===== config.mk =====
export PLATFORM = sky130hd
export DESIGN_NAME = tnt_divsqrt
export DESIGN_NICKNAME = d
export VERILOG_FILES = /design/src/sv/tnt_pkg.sv /design/src/sv/tnt_divsqrt.sv
export SDC_FILE = /design/constraint.sdc
export NUM_CORES = 1
export LEC_CHECK = 0
export BUFFER_PORTS_ARGS = -buffer_cell sky130_fd_sc_hd__buf_4
export CAP_MARGIN = 20
export CORE_ASPECT_RATIO = 1.5
export CORE_MARGIN = 4
export CORE_UTILIZATION = 40
export DETAILED_ROUTE_END_ITERATION = 10
export PLACE_DENSITY_LB_ADDON = 0.1
export SYNTH_ARGS = -nofsm -noshare
export SYNTH_HDL_FRONTEND = slang
export SYNTH_SLANG_ARGS = --single-unit

===== constraint.sdc =====
create_clock -name clk -period 7.1 [get_ports clk]
set_input_delay 0.355 -clock clk [delete_from_list [all_inputs] [get_ports clk]]
set_output_delay 0.355 -clock clk [all_outputs]
set_load 0.02 [all_outputs]

===== src/sv/tnt_pkg.sv =====
package tnt_pkg;

	typedef struct packed {
		logic signed [31:0] pos_x;
		logic signed [31:0] pos_y;
		logic signed [31:0] pos_z;
		logic signed [31:0] tex_u;
		logic signed [31:0] tex_v;
	} vtx_t;

	typedef struct packed {
		logic signed [15:0] normal_x;
		logic signed [15:0] normal_y;
		logic signed [15:0] normal_z;
		logic               normal_ok;
		logic signed [31:0] tangent_x;
		logic signed [31:0] tangent_y;
		logic signed [31:0] tangent_z;
		logic               tangent_ok;
	} res_t;

	// Operations of the shared divide and square-root unit.
	typedef enum logic [0:0] {
		OP_SQRT,
		OP_DIV
	} du_op_t;

	typedef struct packed {
		logic   start;
		du_op_t op;
	} du_ctl_t;

	typedef enum logic [4:0] {
		ST_IDLE,
		ST_EDGE,
		ST_SCALE,
		ST_CR_MUL,
		ST_CR_SUB,
		ST_CR_NORM,
		ST_SQ_MUL,
		ST_SQ_SUM,
		ST_SQRT_GO,
		ST_SQRT_WAIT,
		ST_NDIV_GO,
		ST_NDIV_WAIT,
		ST_DET_MUL,
		ST_DET_SUB,
		ST_NUM_MUL,
		ST_NUM_SUB,
		ST_TDIV_GO,
		ST_TDIV_WAIT,
		ST_OUT
	} st_t;

	localparam int unsigned LIM30_EXP = 30;

	function automatic logic [63:0] mag64(input logic signed [63:0] v);
		return v[63] ? 64'(-v) : 64'(v);
	endfunction

	// Bits needed below the sign of a magnitude: position of the highest set bit plus one.
	function automatic logic [6:0] bitlen(input logic [63:0] m);
		logic [6:0] r;
		r = '0;
		for (int i = 0; i < 64; i++) begin
			if (m[i]) begin
				r = 7'(i + 1);
			end
		end
		return r;
	endfunction

endpackage


===== src/sv/tnt_divsqrt.sv =====
// Shared iterative unit: restoring integer square root (one result bit per cycle)
// or restoring division with saturation (one quotient bit per cycle).
module tnt_divsqrt import tnt_pkg::*; (
	input  logic         clk,
	input  logic         arst_n,
	input  du_ctl_t      ctl,
	input  logic [63:0]  a,
	input  logic [63:0]  b,
	input  logic [6:0]   steps,
	input  logic [32:0]  cap,
	output logic         busy,
	output logic [63:0]  result
);

	logic [63:0]  rem_q;
	logic [63:0]  acc_q;
	logic [63:0]  den_q;
	logic [63:0]  bit_q;
	logic [6:0]   cnt_q;
	logic [32:0]  cap_q;
	logic         sat_q;
	du_op_t       op_q;
	logic         busy_q;

	logic [64:0]  rem_sh;
	logic [64:0]  qn;
	logic [63:0]  trial;

	// For a division, bit_q holds the dividend and feeds it in from the top, one bit a
	// cycle; once all 64 dividend bits are fed in it is empty and the remaining steps give fraction bits.
	always_comb begin
		rem_sh = {rem_q, bit_q[63]};
		trial  = acc_q + bit_q;
		qn     = {acc_q, 1'b0};
	end

	always_ff @(posedge clk or negedge arst_n) begin
		if (!arst_n) begin
			busy_q <= 1'b0;
			cnt_q  <= '0;
		end else if (ctl.start) begin
			busy_q <= 1'b1;
			cnt_q  <= (ctl.op == OP_SQRT) ? 7'd32 : 7'(7'd64 + steps);
		end else if (busy_q) begin
			if (cnt_q == '0) begin
				busy_q <= 1'b0;
			end else begin
				cnt_q <= cnt_q - 7'd1;
			end
		end
	end

	always_ff @(posedge clk) begin
		if (ctl.start) begin
			op_q  <= ctl.op;
			cap_q <= cap;
			den_q <= b;
			sat_q <= 1'b0;
			if (ctl.op == OP_SQRT) begin
				rem_q <= a;
				acc_q <= '0;
				bit_q <= 64'h4000_0000_0000_0000;
			end else begin
				rem_q <= '0;
				acc_q <= '0;
				bit_q <= a;
			end
		end else if (busy_q && cnt_q != '0) begin
			unique case (op_q)
				OP_SQRT: begin
					if (rem_q >= trial) begin
						rem_q <= rem_q - trial;
						acc_q <= (acc_q >> 1) + bit_q;
					end else begin
						acc_q <= acc_q >> 1;
					end
					bit_q <= bit_q >> 2;
				end
				OP_DIV: begin
					bit_q <= bit_q << 1;
					// The partial quotient only grows, so once past the cap it stays there.
					if (!sat_q) begin
						if (rem_sh >= 65'(den_q)) begin
							rem_q <= 64'(rem_sh - 65'(den_q));
							acc_q <= 64'(qn) | 64'd1;
							sat_q <= ((qn | 65'd1) > 65'(cap_q));
						end else begin
							rem_q <= 64'(rem_sh);
							acc_q <= 64'(qn);
							sat_q <= (qn > 65'(cap_q));
						end
					end
				end
				default: ;
			endcase
		end
	end

	assign busy   = busy_q || ctl.start;
	assign result = (op_q == OP_DIV && sat_q) ? 64'(cap_q) : acc_q;

endmodule


==> summary.md, run 1 <==
| Metric | Value |
|---|---|
| Largest net degree at the start of global routing | `69` |
| Worst R2R Start | `bit_q[0]$_DFFE_PP_` |
| Post-DP HPWL | `81630 µm` |
| Arrival time at the worst endpoint | `7.11 ns` |
| Die Area | `78440 µm²` |
| Gr usage total | `25.42%` |
| CTS buffer count | `38` |
| Rows | `121` |
| Worst Hold Endpoint | `op_q$_DFFE_PP_` |
| CP Launch Type | `flop` |
| Max Freq | `150.0 MHz` |
| Synth warnings | `0` |
| Pre-CTS WS | `0.3107 ns` |
| Area Growth Syn to Fin | `17.90%` |
| Setup WS post-layout | `around 0.43 ns` |
| Final setup violation count | `0` |
| Final Hold Viols | `0` |
| Drt pass-1 iters | `5` |
| Vias in the first global route | `around 27000` |
| Post-synth top area share | `22.95%` |
| Register bit total from synthesis | `299` |
| Vias post-DR | `28190` |
| Req. time, crit path | `approximately 7.6 ns` |
| Worst min-delay path startpoint | `ctl[0]` |
| First-pass GRT wire length | `158800 µm` |
| Final Net Count | `4365` |
| Clk_skew | `roughly 0.026 ns` |
| Post-synthesis average cell area | `~8.1 µm²` |
| Synth Cell Area | `29580 µm²` |
| Status | `finished clean` |
| Area post-placement | `32540 µm²` |
| Most frequent cell on the critical path | `o21ai_0` |
| Hold path cells | `1` |
| Fraction of registers with async set/reset | `~2.7%` |
| R2R cell count | `31` |
| CP Max Fanout | `19` |
| DR DRC count | `0` |
| Placer Congestion | `0.9333` |
| Worst-Margin Slew | `1.028 ns` |
| Largest stage delay on the critical path | `around 0.4 ns` |
| Top cell type by total area after synthesis | `edfxtp_1` |
| Post-DR wirelength/cell | `21.16 µm` |
| H-tree depth | `2` |
| Clock tree sinks | `299` |
| Max-slew violation count | `0` |
| M2 GR Usage | `41.23%` |
| Number of flops mapped to enable cells by yosys | `226` |
| Fin crit share | `93.92%` |
| R2R Path End | `acc_q[36]$_SDFFE_PP0P_` |
| GRT Max-Usage Layer | `met2` |
| Design Area, Final | `between 30000 and 40000 µm²` |
| GRT overflow | `0` |
| Unique masters post-synth | `87` |
| Static leakage | `15.57 nW` |
| Buffers from clock root to sink, at most | `3` |
| Largest cells by area after synthesis | `edfxtp_1, ha_1, a21oi_1` |
| Crit-path slowest cell | `a2111oi_1` |
| Core area | `72970 µm²` |
| R2R Setup Slk | `0.43 ns` |
| Initial drt markers | `1763` |
| Antenna violations before repair | `0` |
| Critical Path Sink Type | `flop` |
| Register area share after synthesis | `28.02%` |
| Reg clk slew, reported paths | `0.06 ns` |
| Post-Syn Instances | `about 3600` |
| Root Buffer | `clkbuf_16` |
| Worst skew pair latency | `0.59 ns` |
| WS Path Type | `flop to flop` |
| Hold Crit Class | `input port to flop` |
| Die H | `341.0 µm` |
| RSZ-0062 raised after global routing | `false` |
| Setup tns final | `0 ns` |
| Syn Nets | `4105` |
| Tmin final | `~6.7 ns` |
| Routed Antenna Nets | `0` |
| Ys flop type | `edfxtp_1` |
| Non-filler instance count after layout | `4915` |
| Pwr per Cell Area | `585.1 nW/µm²` |
| Routed wire length | `104000 µm` |
| Starting Density | `approximately two fifths` |
| Max Cap Viol | `0` |
| Number of I/O port buffers | `236` |
| Share of cells above drive strength 1 | `10.89%` |
| GR Util met1 | `around 36%` |
| IO Pins | `237` |
| Placed Cells incl. Taps | `4739` |
| Met3 usage | `2.396%` |
| Slew margin rel. | `29.72%` |
| VDD IR max | `0.2446 mV` |
| Vias per cell | `5.735` |
| CTS tree | `built` |
| Die extent in x | `between 200 and 250 µm` |
worst max path at each step:
stage                          startpoint                endpoint  slack, ns  depth (start not counted)
floorplan           acc_q[0]$_SDFFE_PP0P_      rem_q[0]$_DFFE_PP_       0.47                         28
global placement       bit_q[0]$_DFFE_PP_   acc_q[1]$_SDFFE_PP0P_       0.44                         31
detailed placement     bit_q[0]$_DFFE_PP_     rem_q[62]$_DFFE_PP_       0.31                         26
CTS                    bit_q[0]$_DFFE_PP_     rem_q[62]$_DFFE_PP_       0.29                         26
global route           bit_q[0]$_DFFE_PP_   acc_q[1]$_SDFFE_PP0P_      0.008                         29
finish                 bit_q[0]$_DFFE_PP_  acc_q[36]$_SDFFE_PP0P_       0.43                         31
metal layers:
layer / vias up / wire length, µm / part of all wire (%)
met4: 0 / 3264 / 3.1
met1: 13240 / 47880 / 46
met2: 793 / 47550 / 46
li1: 14020 / - / -
met3: 143 / 5284 / 5.1
met5: - / 0 / 0
power breakdown:
| part | switching, mW | internal [mW] |
|---|---|---|
| clock | 0.855 | 1.17 |
| combinational | 8.95 | 5.98 |
| sequential | 0.776 | 2.67 |
| total | 10.6 | 9.82 |
cell usage after synthesis, types with 32 or more instances:
library cell and n:
o21ai_0 336, nor2b_1 35, ha_1 289, nor2_1 157
edfxtp_1 226, dfxtp_1 65, nand4_1 73, a31oi_1 32
a21oi_1 383, o21bai_1 48, xor2_1 103, nand3_1 79
a21o_1 185, a22oi_1 32, and2_1 47, o211ai_1 81
clkbuf_1 173, nand2b_1 33, xnor2_1 129, mux2i_1 103
nor3_1 40, inv_1 174, nand2_1 430
timing repair:
action,CTS,global route
setup endpoints to repair,0,114
endpoints found under the hold margin,111,0
hold buffers,104,0
resized for setup,0,6
setup buffers,0,0
per-stage QoR:
| step | power, mW | util [%] | hold slack [ns] |
|---|---|---|---|
| 4_1_cts | 20.31 | 47.74 | 0.007507 |
| 3_5_place_dp | 18.11 | 44.59 | 0.1804 |
| 6_report | 20.40 | 47.79 | 0.04328 |
| 5_1_grt | 22.11 | 47.78 | 0.03189 |
| 2_1_floorplan | 13.95 | - | 0.05941 |
| 3_3_place_gp | 18.20 | 44.59 | 0.1815 |
kinds of logic (layout without fill, tap and decap cells):
kind of cell	count (synthesis)	after routing	share of synthesized area [%]
multiplexers	105	105	3.562
flip-flops	299	299	28.02
adder cells (fa/ha/maj)	293	293	12.50
AO/OA/AOI/OAI	1333	1333	28.37
other	0	1	0
buffers and inverters	382	672	4.958
XOR/XNOR	232	232	6.870
AND/OR/NAND/NOR	996	996	15.72
cell type report:
class                   count  area, µm²
well taps                 984       1231
multi-input cells        2959      19910
clock buffers              48       1020
repair buffers            427       3526
diodes                      1      2.502
fillers                  7322      38100
flip-flops and latches    299       8288
inverters                 175      656.9
clock inverters            22      235.2
worst max-delay path, delay by kind of cell, from the launching register on:
family	cells	cell delay, ns
AOI/OAI and AO/OA	18	3.79
DFF	1	0.38
muxes	1	0.23
buffers and inverters	4	0.64
xor gates and xnor gates	1	0.16
and+or+nand+nor	4	0.47
adders and majority gates	3	0.82
sequential cells by signal, indices dropped and copies added, names as in the netlist, 7 cells and up:
register / cells
cap_q: 33
cnt_q: 7
bit_q: 64
acc_q: 64
rem_q: 64
den_q: 64
placed cells by master, fill, tap and decap left out, drive strengths merged, types with 104 or more instances in the layout:
cell,n
xnor2,129
ha,289
a21oi,384
a21o,185
buf,322
edfxtp,226
dlygate4sd3,104
inv,177
o21ai,348
nand2,431
nor2,157
(Power assumes the default switching activity.)
==> run 2: changes to the inputs <==
--- a/config.mk
+++ b/config.mk
@@ -5,12 +5,12 @@
 export SDC_FILE = /design/constraint.sdc
 export NUM_CORES = 1
 export LEC_CHECK = 0
-export BUFFER_PORTS_ARGS = -buffer_cell sky130_fd_sc_hd__buf_4
 export CAP_MARGIN = 20
 export CORE_ASPECT_RATIO = 1.5
 export CORE_MARGIN = 4
 export CORE_UTILIZATION = 40
 export DETAILED_ROUTE_END_ITERATION = 10
+export DONT_BUFFER_PORTS = 1
 export PLACE_DENSITY_LB_ADDON = 0.1
 export SYNTH_ARGS = -nofsm -noshare
 export SYNTH_HDL_FRONTEND = slang
==> run 2 against run 1 <==
  * Flip-flop and latch count did not move
  * Critical path depth down 6
  * Global-route usage grew 1.2 points
  * Die area unchanged
  * Design area is 2.8% lower
  * Sequential share of layout area rose by 0.67 points
  * Setup slack worse by 0.037 ns
  * Register-to-register slack got worse by 0.04 ns
  * Routed wire length rose by 4.7%
  * Critical endpoint is now rem_q[62]$_DFFE_PP_
  * Via count down 0.15%
  * Fmax decreased by 0.55%
==> summary.md, run 2 (same netlist as run 1, synthesis figures left out) <==
| Metric | Value |
|---|---|
| R2R Setup Slk | `0.40 ns` |
| R2R Path End | `rem_q[62]$_DFFE_PP_` |
| Final setup violation count | `0` |
| Setup tns final | `0 ns` |
| Fillcell total | `7228` |
| Clock tree sinks | `299` |
| Die H | `341.0 µm` |
| Largest net degree at the start of global routing | `144` |
| Buf/Inv on CP | `0` |
| Share of cells above drive strength 1 | `4.981%` |
| Slew margin rel. | `23.26%` |
| Pre-CTS WS | `0.02809 ns` |
| Routed wire length | `between 100000 and 150000 µm` |
| Gr usage total | `26.59%` |
| Critical path launch point | `bit_q[1]$_DFFE_PP_` |
| Hold path cells | `2` |
| Worst min-delay path startpoint | `a[37]` |
| Routed Antenna Nets | `0` |
| WS Path Type | `flop to flop` |
| Setup WS post-layout | `between 0.3 and 0.4 ns` |
| Fin crit share | `94.43%` |
| GRT overflow | `0` |
| Vias per cell | `5.925` |
| IO Pins | `237` |
| Area Growth Syn to Fin | `14.66%` |
| Max Cap Viol | `0` |
| Buffers from clock root to sink, at most | `3` |
| Max-slew violation count | `0` |
| DR DRC count | `0` |
| Post-DP HPWL | `83410 µm` |
| Hold Crit Class | `input port to flop` |
| Vias in the first global route | `27510` |
| Die extent in x | `around 230 µm` |
| Clk_skew | `0.03680 ns` |
| Post-DR wirelength/cell | `22.91 µm` |
| Final Net Count | `4190` |
| Starting Density | `40.53%` |
| Req. time, crit path | `7.43 ns` |
| Leading cell type in the layout, fill and taps excluded | `nand2_1` |
| Largest stage delay on the critical path | `approximately 0.46 ns` |
| CP Launch Type | `flop` |
| R2R cell count | `25` |
| Most frequent cells in the layout | `nand2_1, a21oi_1, o21ai_0` |
| CTS buffer count | `38` |
| H-tree depth | `2` |
| CP delay by family, top | `compound AO/OA/AOI/OAI gates` |
| Vias post-DR | `28150` |
| Die Area | `78440 µm²` |
| Worst-Margin Slew | `1.148 ns` |
| Area of the multi-input gates | `around 20000 µm²` |
| Core area | `72970 µm²` |
| Tmin final | `between 6 and 7 ns` |
| Reg clk slew, reported paths | `0.06 ns` |
| Critical Path Sink Type | `flop` |
| First-pass GRT wire length | `approximately 160000 µm` |
| CTS tree | `built` |
| Root Buffer | `clkbuf_16` |
| CP Max Fanout | `6` |
| Status | `finished clean` |
| Placer Congestion | `between 0.9 and 1` |
| Initial drt markers | `between 2000 and 2500` |
| Rows | `between 100 and 150` |
| Antenna violations before repair | `15` |
| Number of I/O port buffers | `0` |
| Worst R2R Start | `bit_q[1]$_DFFE_PP_` |
| Worst skew pair latency | `0.60 ns` |
| Final Hold Viols | `0` |
| Critical Path Stages | `25` |
| Flip-flop and latch area | `~8300 µm²` |
| Max Freq | `149.2 MHz` |
| Crit-path slowest cell | `o41ai_1` |
| Arrival time at the worst endpoint | `7.03 ns` |
| Worst Hold Endpoint | `rem_q[37]$_DFFE_PP_` |
| RSZ-0062 raised after global routing | `false` |
| Drt pass-1 iters | `6` |
==> run 2: cell types whose count changed in the layout (fill, tap and decap cells not counted), moves of 2 or more <==
cell           previous run  this run
clkinv_2                  7         4
clkinv_1                  4         7
diode_2                   1        12
buf_12                    4         7
o21ai_0                 336       334
buf_16                    0         2
dlygate4sd3_1           104       171
bufinv_16                 4         6
buf_4                   317        70
clkbuf_1                  8         4
clkbuf_8                  2         4
clkinvlp_4                3         1
o21ai_1                   9        12
==> run 2: worst max path at each step <==
stage / end
2_1_floorplan: rem_q[0]$_DFFE_PP_
3_5_place_dp: acc_q[55]$_SDFFE_PP0P_
4_1_cts: acc_q[54]$_SDFFE_PP0P_
5_1_grt: acc_q[52]$_SDFFE_PP0P_
6_report: rem_q[62]$_DFFE_PP_
3_3_place_gp: acc_q[54]$_SDFFE_PP0P_
==> run 2: worst register-to-register path: cells and delay by family (launching register included) <==
family / cells / cell delay [ns]
mux: 1 / 0.15
fa+ha+maj: 2 / 0.70
xor+xnor: 1 / 0.11
flops: 1 / 0.45
compound gates: 15 / 3.82
simple gates: 6 / 1.21
==> run 2: stage by stage <==
step	utilization [%]	instance area [µm²]	hold WS, ns	cells
2_1_floorplan	-	29580	0.05941	3640
3_3_place_gp	42.08	30700	0.05997	4491
3_5_place_dp	42.12	30740	0.05989	4493
4_1_cts	46.32	33800	0.00005229	4735
5_1_grt	46.44	33890	0.02106	4741
6_report	46.47	33910	0.02575	4750
==> run 2: what timing repair did <==
| item | in CTS | in global routing |
|---|---|---|
| hold buffers | 173 | 0 |
| gates cloned | 0 | 1 |
| gates resized for setup | 1 | 10 |
| endpoints found under the hold margin | 355 | 0 |
| setup endpoints to repair | 8 | 139 |
| pin swaps | 0 | 2 |
| buffers inserted | 0 | 2 |
==> run 2: final cells by class <==
type                            instances  area share (%)
Inverter                              175           1.937
Clock inverter                         23          0.8412
Sequential cell                       299           24.44
Tap cell                              984           3.631
Clock buffer                           46           3.011
Antenna cell                           12         0.08855
Timing Repair Buffer                  252           7.257
Multi-Input combinational cell       2959           58.79
==> run 2: metal layers <==
layer | wire length, µm | track usage [%]
met1 | 48860 | 36.34
met2 | 48920 | 42.48
met3 | 6460 | 4.083
met4 | 4555 | 10.05
met5 | 35 | 0
Power of run 2 is left out: the tool's default activity adds up to more than one toggle a clock period on the data nets, which glitch-free logic cannot reach.
